## config.mk

```make
export PLATFORM = sky130hd
export DESIGN_NAME = wwr_ctrl
export DESIGN_NICKNAME = d
export VERILOG_FILES = /design/src/hw/rtl/wwr_pkg.sv /design/src/hw/rtl/wwr_ctrl.sv
export SDC_FILE = /design/constraint.sdc
export NUM_CORES = 1
export LEC_CHECK = 0
export ABC_AREA = 1
export BUFFER_PORTS_ARGS = -buffer_cell sky130_fd_sc_hd__buf_2
export CORE_AREA = 8 8 45 47
export DETAILED_ROUTE_END_ITERATION = 8
export DIE_AREA = 0 0 53 55
export MAX_ROUTING_LAYER = met4
export PLACE_DENSITY = 0.53
export SKIP_LAST_GASP = 1
export SLEW_MARGIN = 20
export SYNTH_ARGS = -nofsm -noshare
export SYNTH_HDL_FRONTEND = slang
export SYNTH_SLANG_ARGS = --single-unit
```

## constraint.sdc

```tcl
create_clock -name i_clk -period 1 [get_ports i_clk]
set_input_delay 0.05 -clock i_clk [delete_from_list [all_inputs] [get_ports i_clk]]
set_output_delay 0.05 -clock i_clk [all_outputs]
set_load 0.1 [all_outputs]
```

## src/hw/rtl/wwr_pkg.sv

```systemverilog
`default_nettype none

package wwr_pkg;

    localparam int DEF_MAX_WINDOW  = 4096;
    localparam int DEF_SAMPLE_BITS = 32;

    localparam int CFG_W  = 13;   // window_length register width
    localparam int OUT_W  = 32;   // widest_range width
    localparam int ADDR_W = 3;
    localparam int DATA_W = 32;

    localparam int REG_IDX_W = ADDR_W - 2;
    localparam logic [REG_IDX_W-1:0] REG_WINDOW_LENGTH = REG_IDX_W'(0);
    localparam logic [CFG_W-1:0]     WINDOW_LENGTH_RST = CFG_W'(1);

    localparam logic Q_MAX = 1'b0;
    localparam logic Q_MIN = 1'b1;

    typedef enum logic [2:0] {
        ST_IDLE,
        ST_BACK_RD,
        ST_BACK_EV,
        ST_FRONT_RD,
        ST_FRONT_EV,
        ST_PUSH,
        ST_UPDATE,
        ST_EMIT
    } t_state;

    typedef struct packed {
        logic load;       // capture request
        logic sel;        // queue under work
        logic rd_back;
        logic rd_front;
        logic pop_back;
        logic pop_front;
        logic keep_head;  // front entry read back is the queue head
        logic push;
        logic update;     // advance position, fold spread into best
        logic emit;       // load result register, clear set state
    } t_cmd;

    typedef struct packed {
        logic empty;
        logic drop;       // back entry dominated by the new sample
        logic aged;       // front entry outside the window
        logic last;
        logic out_busy;
    } t_status;

endpackage

`default_nettype wire

```

## src/hw/rtl/wwr_ctrl.sv

```systemverilog
`default_nettype none

module wwr_ctrl (
    input  wire logic             i_clk,
    input  wire logic             i_rst_n,
    input  wire logic             i_valid,
    output logic                  o_stall,
    input  wire wwr_pkg::t_status i_status,
    output wwr_pkg::t_cmd         o_cmd
);

    wwr_pkg::t_state r_state;
    wwr_pkg::t_state n_state;
    logic            r_sel;
    logic            n_sel;

    always_ff @(posedge i_clk) begin
        if (!i_rst_n) begin
            r_state <= wwr_pkg::ST_IDLE;
            r_sel   <= wwr_pkg::Q_MAX;
        end else begin
            r_state <= n_state;
            r_sel   <= n_sel;
        end
    end

    always_comb begin
        n_state   = r_state;
        n_sel     = r_sel;
        o_cmd     = '0;
        o_cmd.sel = r_sel;
        unique case (r_state)
            wwr_pkg::ST_IDLE: begin
                if (i_valid) begin
                    o_cmd.load = 1'b1;
                    n_sel      = wwr_pkg::Q_MAX;
                    n_state    = wwr_pkg::ST_BACK_RD;
                end
            end
            wwr_pkg::ST_BACK_RD: begin
                if (i_status.empty) begin
                    n_state = wwr_pkg::ST_PUSH;
                end else begin
                    o_cmd.rd_back = 1'b1;
                    n_state       = wwr_pkg::ST_BACK_EV;
                end
            end
            wwr_pkg::ST_BACK_EV: begin
                if (i_status.drop) begin
                    o_cmd.pop_back = 1'b1;
                    n_state        = wwr_pkg::ST_BACK_RD;
                end else begin
                    n_state = wwr_pkg::ST_FRONT_RD;
                end
            end
            wwr_pkg::ST_FRONT_RD: begin
                if (i_status.empty) begin
                    n_state = wwr_pkg::ST_PUSH;
                end else begin
                    o_cmd.rd_front = 1'b1;
                    n_state        = wwr_pkg::ST_FRONT_EV;
                end
            end
            wwr_pkg::ST_FRONT_EV: begin
                if (i_status.aged) begin
                    o_cmd.pop_front = 1'b1;
                    n_state         = wwr_pkg::ST_FRONT_RD;
                end else begin
                    o_cmd.keep_head = 1'b1;
                    n_state         = wwr_pkg::ST_PUSH;
                end
            end
            wwr_pkg::ST_PUSH: begin
                o_cmd.push = 1'b1;
                if (r_sel == wwr_pkg::Q_MAX) begin
                    n_sel   = wwr_pkg::Q_MIN;
                    n_state = wwr_pkg::ST_BACK_RD;
                end else begin
                    n_state = wwr_pkg::ST_UPDATE;
                end
            end
            wwr_pkg::ST_UPDATE: begin
                o_cmd.update = 1'b1;
                n_state      = i_status.last ? wwr_pkg::ST_EMIT : wwr_pkg::ST_IDLE;
            end
            wwr_pkg::ST_EMIT: begin
                if (!i_status.out_busy) begin
                    o_cmd.emit = 1'b1;
                    n_state    = wwr_pkg::ST_IDLE;
                end
            end
            default: begin
                n_state = wwr_pkg::ST_IDLE;
            end
        endcase
    end

    assign o_stall = (r_state != wwr_pkg::ST_IDLE);

    a_load_only_idle: assert property (@(posedge i_clk) disable iff (!i_rst_n)
        o_cmd.load |=> (r_state == wwr_pkg::ST_BACK_RD) && (r_sel == wwr_pkg::Q_MAX))
        else $error("request started out of order");

    a_update_after_min: assert property (@(posedge i_clk) disable iff (!i_rst_n)
        o_cmd.update |-> $past(o_cmd.push) && (r_sel == wwr_pkg::Q_MIN))
        else $error("update before both queues pushed");

endmodule

`default_nettype wire

```

# --- Word level (Yosys, flattened, before mapping) ---
# Cells that the tools add are included.
totals:
  register_bits: 4
  out_inout_bits: 11
  word_cells: 41
classes:
  n_eq_ne: 9
  n_mux: 25
  n_reduce_logical: 5
op_table:
  columns: ["cell", "n"]
  rows:
  - ["$pmux W3 S8", 1]
  - ["$mux W3", 6]
  - ["$mux W1", 15]
  - ["$eq A3 B3 Y1 const B", 4]
  - ["$eq A3 B2 Y1 const B", 2]
  - ["$mux W2", 2]
  - ["$ne A2 B2 Y1 const B", 2]
  - ["$reduce_and A2 Y1", 2]
  - ["$eq A3 B1 Y1 const B", 1]
  - ["$logic_not A3 Y1", 1]
  - ["$reduce_bool A3 Y1", 1]
  - ["$pmux W1 S2", 1]
  - ["$reduce_bool A2 Y1", 1]

# --- Depth between registers and ports, before layout ---
depth:
  ltp_word: 3
  ltp_mapped: 8

# --- Worst setup path after synthesis ---
# No wires, ideal clock.
synth_timing:
  kind: "reg2out"
  start: "reg r_state[0]"
  end: "out o_cmd[0] (netlist bit)"
  arrival_ns: 3.426
  path_slack_ns: -2.476
  path_stages_with_launch: 4
  n_path_buf: 1
  cell_sequence: "dfxtp_1 buf_6 inv_4 nor4_1"
synth_lines:
  columns: ["item", "line_no", "rtl"]
  rows:
  - ["from (decl)", "wwr_ctrl.sv:12", "wwr_pkg::t_state r_state;"]
  - ["from (signal assigned)", "wwr_ctrl.sv:19", "r_state <= wwr_pkg::ST_IDLE;"]
  - ["from (signal assigned)", "wwr_ctrl.sv:22", "r_state <= n_state;"]
  - ["to (decl)", "wwr_ctrl.sv:9", "output wwr_pkg::t_cmd o_cmd"]

==> results.toml <==
[final_layout]
antennaDiodeCount = 0
most_common_cell_after_layout_fill_and_taps_aside = "buf_12"
fraction_of_layout_cells_with_a_size_suffix_above_1 = 0.719
layout.area.seq_um2 = 92.6
filler_cell_count = 103
layout-area-overhead-vs-synth_pct = 146
design.final.nets = 106
most_frequent_cells_in_the_layout = "buf_12 (15), buf_4 (10), inv_1 (8), nand2_1 (7), buf_2 (7)"
multi_input_area_um2 = 339

[die]
fp-row-count = 14
floorplan.core_area_um2 = 1380
die_area_um2 = 2920
die_w_um = 53
chipHeight_um = 55
ios = 19
effective_utilization_at_floorplan = 0.301

[power]
p_leak_uw = 0.000462
pwr_density_cell_nw_per_um2 = 1160
irDropWorstVdd_uv = 1050
power_uw = 1180

[critical_path]
crit_path_start_kind = "flop"
crit_type = "flop to primary output"
endpoint_kind = "primary output"
critical_path_buf_inv_count = 3
critPathMostFrequentCell = "buf_12"
crit_path_max_incr_delay_ps = 380
worst_r2r_path_depth = 9
path_cells = "inv_8, buf_12, nor4_4, buf_12"
timing.critical_path.arrival_ps = 1290
worstReg2RegStart = "r_state[1]$_SDFFE_PN0P_"
cp_top_family = "flip-flops"
worst-r2r-setup-slack_ps = -150
rr_endpoint = "r_state[2]$_SDFFE_PN0P_"
worst-endpoint-required_ps = 950
path_max_fanout = 4
crit_path_top_delay_cell = "dfxtp_4"

[yosys]
synth_compound_gate_area_share = 0.0781
post-synth-top-area-cell = "dfxtp_1"
synth_top_area_cells = "dfxtp_1 (19%), inv_1 (9.9%), buf_6 (8.1%)"
synth_largest_type_area_fraction = 0.192
largest_family_of_logic_cells_by_synthesized_area = "simple AND/OR/NAND/NOR gates"
synthSimpleGateAreaFrac = 0.465
ys_ff_latch = 4
synth_cells = 62
postSynthAreaPerCell_um2 = 6.72
number_of_warning_messages_in_the_yosys_log = 0
mappedNetlistArea_um2 = 417
syn_nets = 70
synth_xor_area_frac = 0
synth_mux_area_frac = 0
post_synth_fa_ha_maj_area_fraction = 0
synth.distinct_cells = 21
share_of_the_yosys_chip_area_belonging_to_registers = 0.192

[route]
antenna_left = 0
total_iterations_of_the_first_detailed_routing_run = 3
total_detailed_routing_wirelength_um = 1270
detailedRoute.firstIterationViolations = 6
vias = 498
viasPerCell = 4.45
avgRoutedWirePerCell_um = 11.4
drcViolationCount = 0

[timing]
final-hold-violation-count = 0
final_critical_path_setup_slack_ps = -341
tightest_slew_ps = 262
clock_period_minus_final_worst_setup_slack_ps = 1340
timing_max_transition_violations_final = 0
max_slew_margin = 0.824
whs_ps = 40.5
setup_viol = 14
setup_total_negative_slack_ps = -3310
setup_repair_after_global_routing_missed_its_margin = "yes"
finalClockSkew_ps = 2.80
max_clock_freq_mhz = 746
period_share = 1.34

[cts]
clkLatencyLatePin_ps = 230
tritoncts = "built"
cts.clk_slew.worst_paths_ps = 30
cts_hold_buffers = 0
clock-sinks = 4
htree_levels = 1
cts_root_buf = "clkbuf_4"
numCtsBuffers = 3
max-clock-path-buffers = 2

[grt]
grt_pass1_vias = 503
global_route.usage.met3 = 0.0134
grt_max_degree = 8
grt-busiest-layer = "met2"
gr-usage-met2 = 0.168
wire_length_of_the_first_global_routing_pass_um = 2090
grt_remaining_overflow = 0
grt_use_total = 0.0951
grt_antenna_before_repair = 0
grt_util_met1 = 0.109

[min_path]
hold-path-endpoint = "r_state[2]$_SDFFE_PN0P_"
whs_path_depth = 3
hold_path.startpoint = "i_rst_n"
hold_path.class = "input port to flop"

[place]
portBuffers = 18
replace_congestion = 0.856
place_hpwl_um = 974

[job]
drv.max_cap_violation_count = 0

[outcome]
failed_checks = "setup timing"
run_status = "finished, violations left"
==> metal layers <==
metal  wire length, um  part of all wire
met3                68             0.053
met2               697              0.55
met1               507              0.40
met5                 0                 0
met4                 0                 0
==> sequential cells by signal, indices dropped and copies added, names as in the netlist <==
register  flops
r_sel         1
r_state       3
==> area by class of cell <==
cell class / count / area share
clock buffer: 3 / 0.0220
tap: 16 / 0.0195
multi-input combinational: 38 / 0.331
timing repair buffer: 36 / 0.444
sequential: 4 / 0.0904
inverter: 15 / 0.0928
==> report_power, final <==
part,internal [uW],switching (uW),leakage (uW)
clock network,133,53.9,0.0000138
registers,178,30.2,0.0000353
logic,330,459,0.000412
total,641,543,0.000462
==> Yosys cell counts <==
library cell  count
a21oi_1           1
a21oi_2           1
buf_4             2
buf_6             3
dfxtp_1           4
inv_1            11
inv_2             2
inv_4             2
nand2_1           8
nand3_1           5
nand3_2           2
nand4_1           5
nand4_2           1
nor2_1            5
nor2_2            2
nor3_1            1
nor3_2            1
nor3_4            1
nor4_1            2
o21ai_1           2
o21ai_2           1
==> repair_timing <==
| action | CTS | global route |
|---|---|---|
| setup buffers | 6 | 2 |
| endpoints found under the setup margin | 14 | 15 |
| gates resized for setup | 12 | 6 |
| pin swaps | 12 | 12 |
| gates cloned | 0 | 0 |
==> metrics by stage <==
| step | utilization | worst slack, ps | std cells | area [um2] |
|---|---|---|---|---|
| after floorplan | - | -670 | 62 | 529 |
| after global placement | 0.628 | -136 | 101 | 870 |
| after detailed placement | 0.628 | -173 | 101 | 870 |
| after CTS | 0.711 | -349 | 110 | 983 |
| after global routing | 0.741 | -387 | 112 | 1020 |
| final | 0.741 | -341 | 112 | 1020 |
==> worst max-delay path by stage <==
stage                                 start                 endpoint  slack [ps]  cells after the start
finish              r_state[2]$_SDFFE_PN0P_                 o_cmd[0]        -340                      4
global route        r_state[2]$_SDFFE_PN0P_                 o_cmd[0]        -390                      4
CTS                 r_state[2]$_SDFFE_PN0P_                 o_cmd[0]        -350                      4
detailed placement  r_state[0]$_SDFFE_PN0P_  r_state[2]$_SDFFE_PN0P_        -170                      7
global placement    r_state[0]$_SDFFE_PN0P_                 o_cmd[4]        -140                      4
floorplan           r_state[0]$_SDFFE_PN0P_                 o_cmd[0]        -670                      3
==> worst min-delay path: stages <==
cell and delay [ps]:
buf_2 90, nand2_1 50, inv_1 40
==> logic make-up (layout without fill, tap and decap cells) <==
group | after synthesis | after routing
AND/OR/NAND/NOR | 33 | 33
flip-flops | 4 | 4
buffers and inverters | 20 | 54
AO/OA/AOI/OAI | 5 | 5
No activity file was read; power rests on OpenSTA's default activity.
